===== config.mk =====
export PLATFORM = sky130hd
export DESIGN_NAME = base64_stream_encoder_top
export DESIGN_NICKNAME = d
export VERILOG_FILES = /design/src/rtl/core/b64se_pkg.sv /design/src/rtl/core/b64se_front.sv /design/src/rtl/core/b64se_queue.sv /design/src/rtl/core/b64se_back.sv /design/src/rtl/core/base64_stream_encoder_top.sv
export SDC_FILE = /design/constraint.sdc
export NUM_CORES = 1
export LEC_CHECK = 0
export BUFFER_PORTS_ARGS = -buffer_cell sky130_fd_sc_hd__buf_4
export CORE_MARGIN = 2
export CORE_UTILIZATION = 40
export CTS_BUF_LIST = sky130_fd_sc_hd__clkbuf_2 sky130_fd_sc_hd__clkbuf_4 sky130_fd_sc_hd__clkbuf_8
export CTS_CLUSTER_SIZE = 28
export DETAILED_ROUTE_END_ITERATION = 16
export PLACE_DENSITY = 0.58
export SLEW_MARGIN = 15
export SYNTH_ARGS = -nofsm -noshare
export SYNTH_HDL_FRONTEND = slang
export SYNTH_SLANG_ARGS = --single-unit

===== constraint.sdc =====
create_clock -name clk -period 9 [get_ports clk]
set_input_delay 0.45 -clock clk [delete_from_list [all_inputs] [get_ports clk]]
set_output_delay 0.45 -clock clk [all_outputs]
set_load 0.02 [all_outputs]

===== src/rtl/core/b64se_pkg.sv =====
`default_nettype none

package b64se_pkg;

  // Payload of one input request.
  typedef struct packed {
    logic [7:0] data_byte;
    logic       last_byte;
  } in_t;

  // Payload of one output request.
  typedef struct packed {
    logic [7:0] out_char;
    logic       last_char;
  } out_t;

  // One group of up to three bytes handed from the front end to the back end.
  typedef struct packed {
    logic [7:0] b0;
    logic [7:0] b1;
    logic [7:0] b2;
    logic [1:0] real_cnt;  // number of real bytes, 1 to 3
    logic       fin;       // group closes the message
  } group_t;

  // Queue between front and back end.
  localparam int QueueDepth = 2;
  localparam int QPtrW      = (QueueDepth > 1) ? $clog2(QueueDepth) : 1;
  localparam int QCntW      = $clog2(QueueDepth + 1);

  // Character constants.
  localparam logic [7:0] CharPad   = 8'h3d;  // '='
  localparam logic [7:0] CharPlus  = 8'h2b;  // '+'
  localparam logic [7:0] CharSlash = 8'h2f;  // '/'
  localparam logic [7:0] CharDash  = 8'h2d;  // '-'
  localparam logic [7:0] CharUnder = 8'h5f;  // '_'
  localparam logic [7:0] CharUpA   = 8'h41;  // 'A'
  localparam logic [7:0] CharLoA   = 8'h61;  // 'a'
  localparam logic [7:0] CharZero  = 8'h30;  // '0'

  // Map a sextet to its base64 character in the chosen alphabet.
  function automatic logic [7:0] sextet_char(input logic [5:0] v, input logic url_safe);
    logic [7:0] v8;
    logic [7:0] c;
    v8 = {2'b00, v};
    if (v < 6'd26) begin
      c = CharUpA + v8;
    end else if (v < 6'd52) begin
      c = CharLoA + (v8 - 8'd26);
    end else if (v < 6'd62) begin
      c = CharZero + (v8 - 8'd52);
    end else if (v == 6'd62) begin
      c = url_safe ? CharDash : CharPlus;
    end else begin
      c = url_safe ? CharUnder : CharSlash;
    end
    return c;
  endfunction

endpackage

`default_nettype wire


===== src/rtl/core/b64se_front.sv =====
`default_nettype none

module b64se_front (
  input  wire logic              clk,
  input  wire logic              rst_n,
  input  wire logic              in_valid,
  output logic                   in_ready,
  input  wire b64se_pkg::in_t    in_data,
  output logic                   push,
  output b64se_pkg::group_t      push_group,
  input  wire logic              q_full
);

  logic [1:0] pos_r, pos_nxt;
  logic [7:0] pend0_r, pend1_r;
  logic       accept;

  // Take a byte whenever the queue can hold a group that it might close.
  assign in_ready = !q_full;
  assign accept   = in_valid && in_ready;
  assign push     = accept && (in_data.last_byte || (pos_r == 2'd2));

  // Assemble the group from held bytes and the incoming byte.
  always_comb begin
    push_group.b0       = (pos_r == 2'd0) ? in_data.data_byte : pend0_r;
    push_group.b1       = (pos_r == 2'd1) ? in_data.data_byte :
                          (pos_r == 2'd2) ? pend1_r : 8'd0;
    push_group.b2       = (pos_r == 2'd2) ? in_data.data_byte : 8'd0;
    push_group.real_cnt = pos_r + 2'd1;
    push_group.fin      = in_data.last_byte;
  end

  // Position within the three-byte group.
  always_comb begin
    pos_nxt = pos_r;
    if (accept) begin
      pos_nxt = push ? 2'd0 : pos_r + 2'd1;
    end
  end

  always_ff @(posedge clk) begin
    if (!rst_n) begin
      pos_r <= 2'd0;
    end else begin
      pos_r <= pos_nxt;
    end
  end

  // Held bytes need no reset; they are read only after being written.
  always_ff @(posedge clk) begin
    if (accept && !push) begin
      if (pos_r == 2'd0) begin
        pend0_r <= in_data.data_byte;
      end else begin
        pend1_r <= in_data.data_byte;
      end
    end
  end

endmodule

`default_nettype wire


===== src/rtl/core/b64se_queue.sv =====
`default_nettype none

module b64se_queue (
  input  wire logic              clk,
  input  wire logic              rst_n,
  input  wire logic              push,
  input  wire b64se_pkg::group_t push_group,
  output logic                   full,
  input  wire logic              pop,
  output b64se_pkg::group_t      pop_group,
  output logic                   empty
);

  b64se_pkg::group_t                mem_r [b64se_pkg::QueueDepth];
  logic [b64se_pkg::QPtrW-1:0]      wr_ptr_r, rd_ptr_r;
  logic [b64se_pkg::QCntW-1:0]      cnt_r, cnt_nxt;
  logic                             do_push, do_pop;

  assign full      = (cnt_r == b64se_pkg::QCntW'(b64se_pkg::QueueDepth));
  assign empty     = (cnt_r == '0);
  assign do_push   = push && !full;
  assign do_pop    = pop && !empty;
  assign pop_group = mem_r[rd_ptr_r];

  // Occupancy follows pushes and pops.
  always_comb begin
    cnt_nxt = cnt_r;
    if (do_push && !do_pop) begin
      cnt_nxt = cnt_r + 1'b1;
    end else if (do_pop && !do_push) begin
      cnt_nxt = cnt_r - 1'b1;
    end
  end

  // Pointers wrap at the queue depth.
  always_ff @(posedge clk) begin
    if (!rst_n) begin
      wr_ptr_r <= '0;
      rd_ptr_r <= '0;
      cnt_r    <= '0;
    end else begin
      cnt_r <= cnt_nxt;
      if (do_push) begin
        wr_ptr_r <= (wr_ptr_r == b64se_pkg::QPtrW'(b64se_pkg::QueueDepth - 1)) ?
                    '0 : wr_ptr_r + 1'b1;
      end
      if (do_pop) begin
        rd_ptr_r <= (rd_ptr_r == b64se_pkg::QPtrW'(b64se_pkg::QueueDepth - 1)) ?
                    '0 : rd_ptr_r + 1'b1;
      end
    end
  end

  // Storage.
  always_ff @(posedge clk) begin
    if (do_push) begin
      mem_r[wr_ptr_r] <= push_group;
    end
  end

endmodule

`default_nettype wire


===== src/rtl/core/b64se_back.sv =====
`default_nettype none

module b64se_back (
  input  wire logic              clk,
  input  wire logic              rst_n,
  input  wire logic              url_safe,
  output logic                   pop,
  input  wire b64se_pkg::group_t pop_group,
  input  wire logic              q_empty,
  output logic                   out_valid,
  input  wire logic              out_ready,
  output b64se_pkg::out_t        out_data
);

  b64se_pkg::group_t grp_r;
  logic              busy_r, busy_nxt;
  logic [1:0]        idx_r, idx_nxt;
  logic              out_valid_r, out_valid_nxt;
  b64se_pkg::out_t   out_data_r;
  logic              issue;
  logic              load;
  logic [5:0]        sextet;
  b64se_pkg::out_t   chr;

  assign out_valid = out_valid_r;
  assign out_data  = out_data_r;

  // A character goes out when the output register is free or being drained.
  assign issue = busy_r && (!out_valid_r || out_ready);
  assign load  = !q_empty && (!busy_r || (issue && (idx_r == 2'd3)));
  assign pop   = load;

  // Pick the sextet for the current character position.
  always_comb begin
    case (idx_r)
      2'd0:    sextet = grp_r.b0[7:2];
      2'd1:    sextet = {grp_r.b0[1:0], grp_r.b1[7:4]};
      2'd2:    sextet = {grp_r.b1[3:0], grp_r.b2[7:6]};
      default: sextet = grp_r.b2[5:0];
    endcase
  end

  // Positions past the real bytes become padding.
  always_comb begin
    chr.out_char  = (idx_r <= grp_r.real_cnt) ?
                    b64se_pkg::sextet_char(sextet, url_safe) : b64se_pkg::CharPad;
    chr.last_char = grp_r.fin && (idx_r == 2'd3);
  end

  // Sequencing of the four characters of a group.
  always_comb begin
    busy_nxt      = busy_r;
    idx_nxt       = idx_r;
    out_valid_nxt = out_valid_r;
    if (out_valid_r && out_ready) begin
      out_valid_nxt = 1'b0;
    end
    if (issue) begin
      out_valid_nxt = 1'b1;
      idx_nxt       = idx_r + 2'd1;
      if (idx_r == 2'd3) begin
        busy_nxt = 1'b0;
      end
    end
    if (load) begin
      busy_nxt = 1'b1;
      idx_nxt  = 2'd0;
    end
  end

  always_ff @(posedge clk) begin
    if (!rst_n) begin
      busy_r      <= 1'b0;
      idx_r       <= 2'd0;
      out_valid_r <= 1'b0;
    end else begin
      busy_r      <= busy_nxt;
      idx_r       <= idx_nxt;
      out_valid_r <= out_valid_nxt;
    end
  end

  // Payload registers.
  always_ff @(posedge clk) begin
    if (load) begin
      grp_r <= pop_group;
    end
    if (issue) begin
      out_data_r <= chr;
    end
  end

endmodule

`default_nettype wire


===== src/rtl/core/base64_stream_encoder_top.sv =====
`default_nettype none

// Base64 (RFC 4648) stream encoder. Raw bytes enter one per request on the
// in_ channel, the final byte of a message flagged by last_byte; ASCII
// characters leave one per request on the out_ channel, the final character
// of a message flagged by last_char. A partial final group is zero-filled and
// padded with '=' to four characters; an empty message yields nothing. The
// front end takes one byte per cycle while its two-entry group queue has room,
// and the back end sends one character per cycle from its output register while
// out_ready is high, so the single-character output register, which sends four
// characters per group, sets sustained throughput. Writing 1 to cfg_data
// selects the URL-safe alphabet ('-' and '_' for '+' and '/'); write it only
// while the encoder is idle. cfg_ready is always high.
module base64_stream_encoder_top (
  input  wire logic              clk,
  input  wire logic              rst_n,
  input  wire logic              in_valid,
  output logic                   in_ready,
  input  wire b64se_pkg::in_t    in_data,
  output logic                   out_valid,
  input  wire logic              out_ready,
  output b64se_pkg::out_t        out_data,
  input  wire logic              cfg_valid,
  output logic                   cfg_ready,
  input  wire logic              cfg_data
);

  logic              url_safe_r;
  logic              push, pop, q_full, q_empty;
  b64se_pkg::group_t push_group, pop_group;

  // Alphabet select register.
  assign cfg_ready = 1'b1;

  always_ff @(posedge clk) begin
    if (!rst_n) begin
      url_safe_r <= 1'b0;
    end else if (cfg_valid && cfg_ready) begin
      url_safe_r <= cfg_data;
    end
  end

  // Front end: gathers bytes into groups.
  b64se_front u_front (
    .clk        (clk),
    .rst_n      (rst_n),
    .in_valid   (in_valid),
    .in_ready   (in_ready),
    .in_data    (in_data),
    .push       (push),
    .push_group (push_group),
    .q_full     (q_full)
  );

  // Group queue between the two ends.
  b64se_queue u_queue (
    .clk        (clk),
    .rst_n      (rst_n),
    .push       (push),
    .push_group (push_group),
    .full       (q_full),
    .pop        (pop),
    .pop_group  (pop_group),
    .empty      (q_empty)
  );

  // Back end: serializes characters.
  b64se_back u_back (
    .clk        (clk),
    .rst_n      (rst_n),
    .url_safe   (url_safe_r),
    .pop        (pop),
    .pop_group  (pop_group),
    .q_empty    (q_empty),
    .out_valid  (out_valid),
    .out_ready  (out_ready),
    .out_data   (out_data)
  );

endmodule

`default_nettype wire

==> impl_metrics.ini <==
[floorplanning]
initial_utilization_pct = 40.48
io_pins = 27
core_mm2 = 0.01252
dieWidth_um = 116.6
die_h_um = 116.6
row_count = 41
dieArea_mm2 = 0.01359

[power]
ir_drop_v = 0.0001209
power.static_leakage_nw = 2.086
pwr_density_cell_mw_per_mm2 = 317.3
p_switching_w = 0.0005992
combPwrFrac_pct = 34.6
p_seq_share_pct = 42.5
switching_share_pct = 32.65
p_int_w = 0.001236
p_clk_share_pct = 22.9

[routing]
avgRoutedWirePerCell_um = 15.58
routed_wl_um = 8741
viasPerCell = 4.816
firstDrtPassIters = 6
antenna_left = 0
num_vias = 2702
drt_iter0_markers = 192
drc = 0

[timing]
period_minus_slack_ps = 3147
hold_viol = 0
fmax_ghz = 0.3177
layout_setup_ws_ps = 5853
slew_headroom_pct = 33.53
fin_setup_tns_ps = 0
worst_slew_pin_slew_ps = 995.9
fin_crit_sh_pct = 34.97
rsz0062_at_grt = no
fin_skew_ps = 7.167
setup_violations = 0
maxSlewViolCount = 0

[critical_path]
crit_arrival_ps = 3290
timing.rr.start = u_back.idx_r[1]
crit_type = register to register
crit_path_top_delay_cell = a222oi_1
r2r_end = u_back.out_data[5]
required_ps = 9140
endpoint_kind = register
path_cells = inv_1 -> ha_1 -> a222oi_1 -> mux2i_4 -> inv_1 -> ha_1 -> nor2b_1 -> nor2_1 -> a211o_1 -> o311a_2 -> xnor2_1 -> o211ai_2
cp_max_fo = 8
critPathLaunchType = register
reg2reg_depth = 12
max_stage_delay_ps = 560
r2r_setup_slack_ps = 5850

[place]
pre_cts_ws_ps = 5827
gp_congestion = 0.8402
io_buffers = 25
dp_hpwl_um = 5840
dp.cells = 529

[clocking]
numClockSinks = 117
cts_tree = yes
cts_root_buf = clkbuf_8
clockBufferDepth = 2
worstSkewPairLatency_ps = 430
cts_resized = 0
h-tree-depth = 4
cts.clk_slew.worst_paths_ps = 60
post-cts-setup-buffers = 0
postCtsHoldBufs = 0
numCtsBuffers = 17

[synthesis]
syn-num-nets = 373
netlist_area_mm2 = 0.005067
synth.ff_latch_count = 117
synth-seq-area-share_pct = 67.16
synth_warnings = 0
postSynthCellCount = 341
avgSynthCellArea_um2 = 14.86
ys_types = 47

[grt]
grt_util_met3_pct = 5.293
met2_usage_pct = 23.45
grt_busiest_layer = met2
grt_use_met1_pct = 17.04
grt_remaining_overflow = 0
grt_pass1_vias = 2758
antenna_found_initial = 0
grt_max_degree = 29
grt_pass1_wl_um = 14100
grt_use_total_pct = 14.31

[status]
status = finished clean

[final_layout]
regArea_mm2 = 0.003403
fin_util_pct = 46.21
drive_above_1_share_pct = 27.76
final_nets = 408
layout_commonest_cell = edfxtp_1
layout_common_cells = edfxtp_1 (106), mux2_2 (39), buf_4 (28)
stdcell_count = 561
syn_to_final_growth_pct = 14.15
multiInputGateArea_mm2 = 0.001531
n_antenna_cell = 0
final.fill_count = 1125

[min_path]
hp-class = input pin to register
hp-start = in_data[0]
hold_path_end = u_queue.mem_r[1][0]
worstHoldPathCells = 1

[flow_run]
drv_cap = 0
through the flow:
| step | instance area (um^2) | power, W | hold slack [ps] |
|---|---|---|---|
| finish | 5784 | 0.001835 | 223.9 |
| global route | 5784 | 0.001962 | 192.0 |
| CTS | 5784 | 0.001860 | 184.7 |
| detailed placement | 5431 | 0.001430 | 492.3 |
| global placement | 5431 | 0.001419 | 464.2 |
| floorplan | 5067 | 0.001272 | 456.1 |
routing by layer:
metal	part of all wire (%)	vias to the layer above
li1	-	1340
met1	45	1297
met2	49	56
met3	3.9	9
met4	1.7	0
met5	0	-
synth_stat cells (all sizes together):
cell type  number  area [um^2]
a211o           1        8.760
a211oi          2        15.01
a21boi          3        22.52
a21oi           7        35.03
a222oi          4        40.04
a22o            8        71.32
a22oi           3        22.52
a31oi           2        12.51
and2           14        87.58
and3            1        6.260
buf             3        22.52
clkbuf          9        43.79
conb            1        3.750
dfxtp          11        220.2
edfxtp        106         3183
ha             17        212.7
inv            19        71.32
mux2           39        439.2
mux2i           3        42.54
nand2          15        56.30
nand2b          2        12.51
nand3           6        30.03
nand4           2        12.51
nor2           17        71.32
nor2b           7        43.79
nor3            5        25.02
nor3b           1        7.510
o211ai          3        27.52
o21a            1        7.510
o21ai          10        53.80
o21bai          1        7.510
o22a            1        8.760
o311a           1        11.26
o31a            1        8.760
o31ai           1        7.510
or2             2        12.51
or3             1        6.260
xnor2           8        70.07
xor2            3        26.28
sequential cells by signal, summed over array words and instances (netlist names), 2 cells and up:
name	flops
u_front.pos_r	2
u_back.idx_r	2
u_back.out_data	9
u_front.pend1_r	8
u_front.pend0_r	8
u_back.grp_r	27
u_queue.mem_r	54
u_queue.cnt_r	2
worst max-delay path: cells and delay by family, from the launching register on:
family	cells	cell delay, ps
compound gates	4	1050
fa+ha+maj	2	510
flops	1	410
simple gates	2	290
buf+inv	2	220
mux	1	220
xor+xnor	1	170
how the worst max path moves through the flow:
stage,startpoint,endpoint,cells after the start
after global placement,u_back.idx_r[1],u_back.out_data[5],12
after detailed placement,u_back.idx_r[1],u_back.out_data[5],12
after floorplan,u_queue.cnt_r[0],u_queue.mem_r[0][0],3
after global routing,u_back.idx_r[0],u_back.out_data[5],12
after CTS,u_back.idx_r[1],u_back.out_data[5],12
final,u_back.idx_r[1],u_back.out_data[5],12
cell type report:
type	count	area share, %
Inverter	19	1.233
Tap cell	172	3.721
Clock inverter	5	0.4326
Multi-Input combinational cell	193	26.48
Clock buffer	27	5.667
Sequential cell	117	58.84
Timing Repair Buffer	28	3.634
cell families (layout without fill, tap and decap cells):
| kind of cell | Yosys count | after routing | share of synthesized area (%) |
|---|---|---|---|
| compound gates | 49 | 49 | 7.111 |
| xor+xnor | 11 | 11 | 1.901 |
| fa+ha+maj | 17 | 17 | 4.197 |
| buf+inv | 31 | 79 | 2.716 |
| flops | 117 | 117 | 67.16 |
| mux | 42 | 42 | 9.506 |
| other cells | 1 | 1 | 0.07400 |
| simple gates | 73 | 73 | 7.333 |
power groups by stage:
stage          sequential, W  combinational [W]  clock, W
6_report            0.000780           0.000635  0.000420
5_1_grt             0.000791           0.000710  0.000461
4_1_cts             0.000782           0.000640  0.000438
3_5_place_dp        0.000793           0.000637         0
3_3_place_gp        0.000791           0.000628         0
2_1_floorplan       0.000806           0.000467         0
No activity file was read; power rests on OpenSTA's default activity.
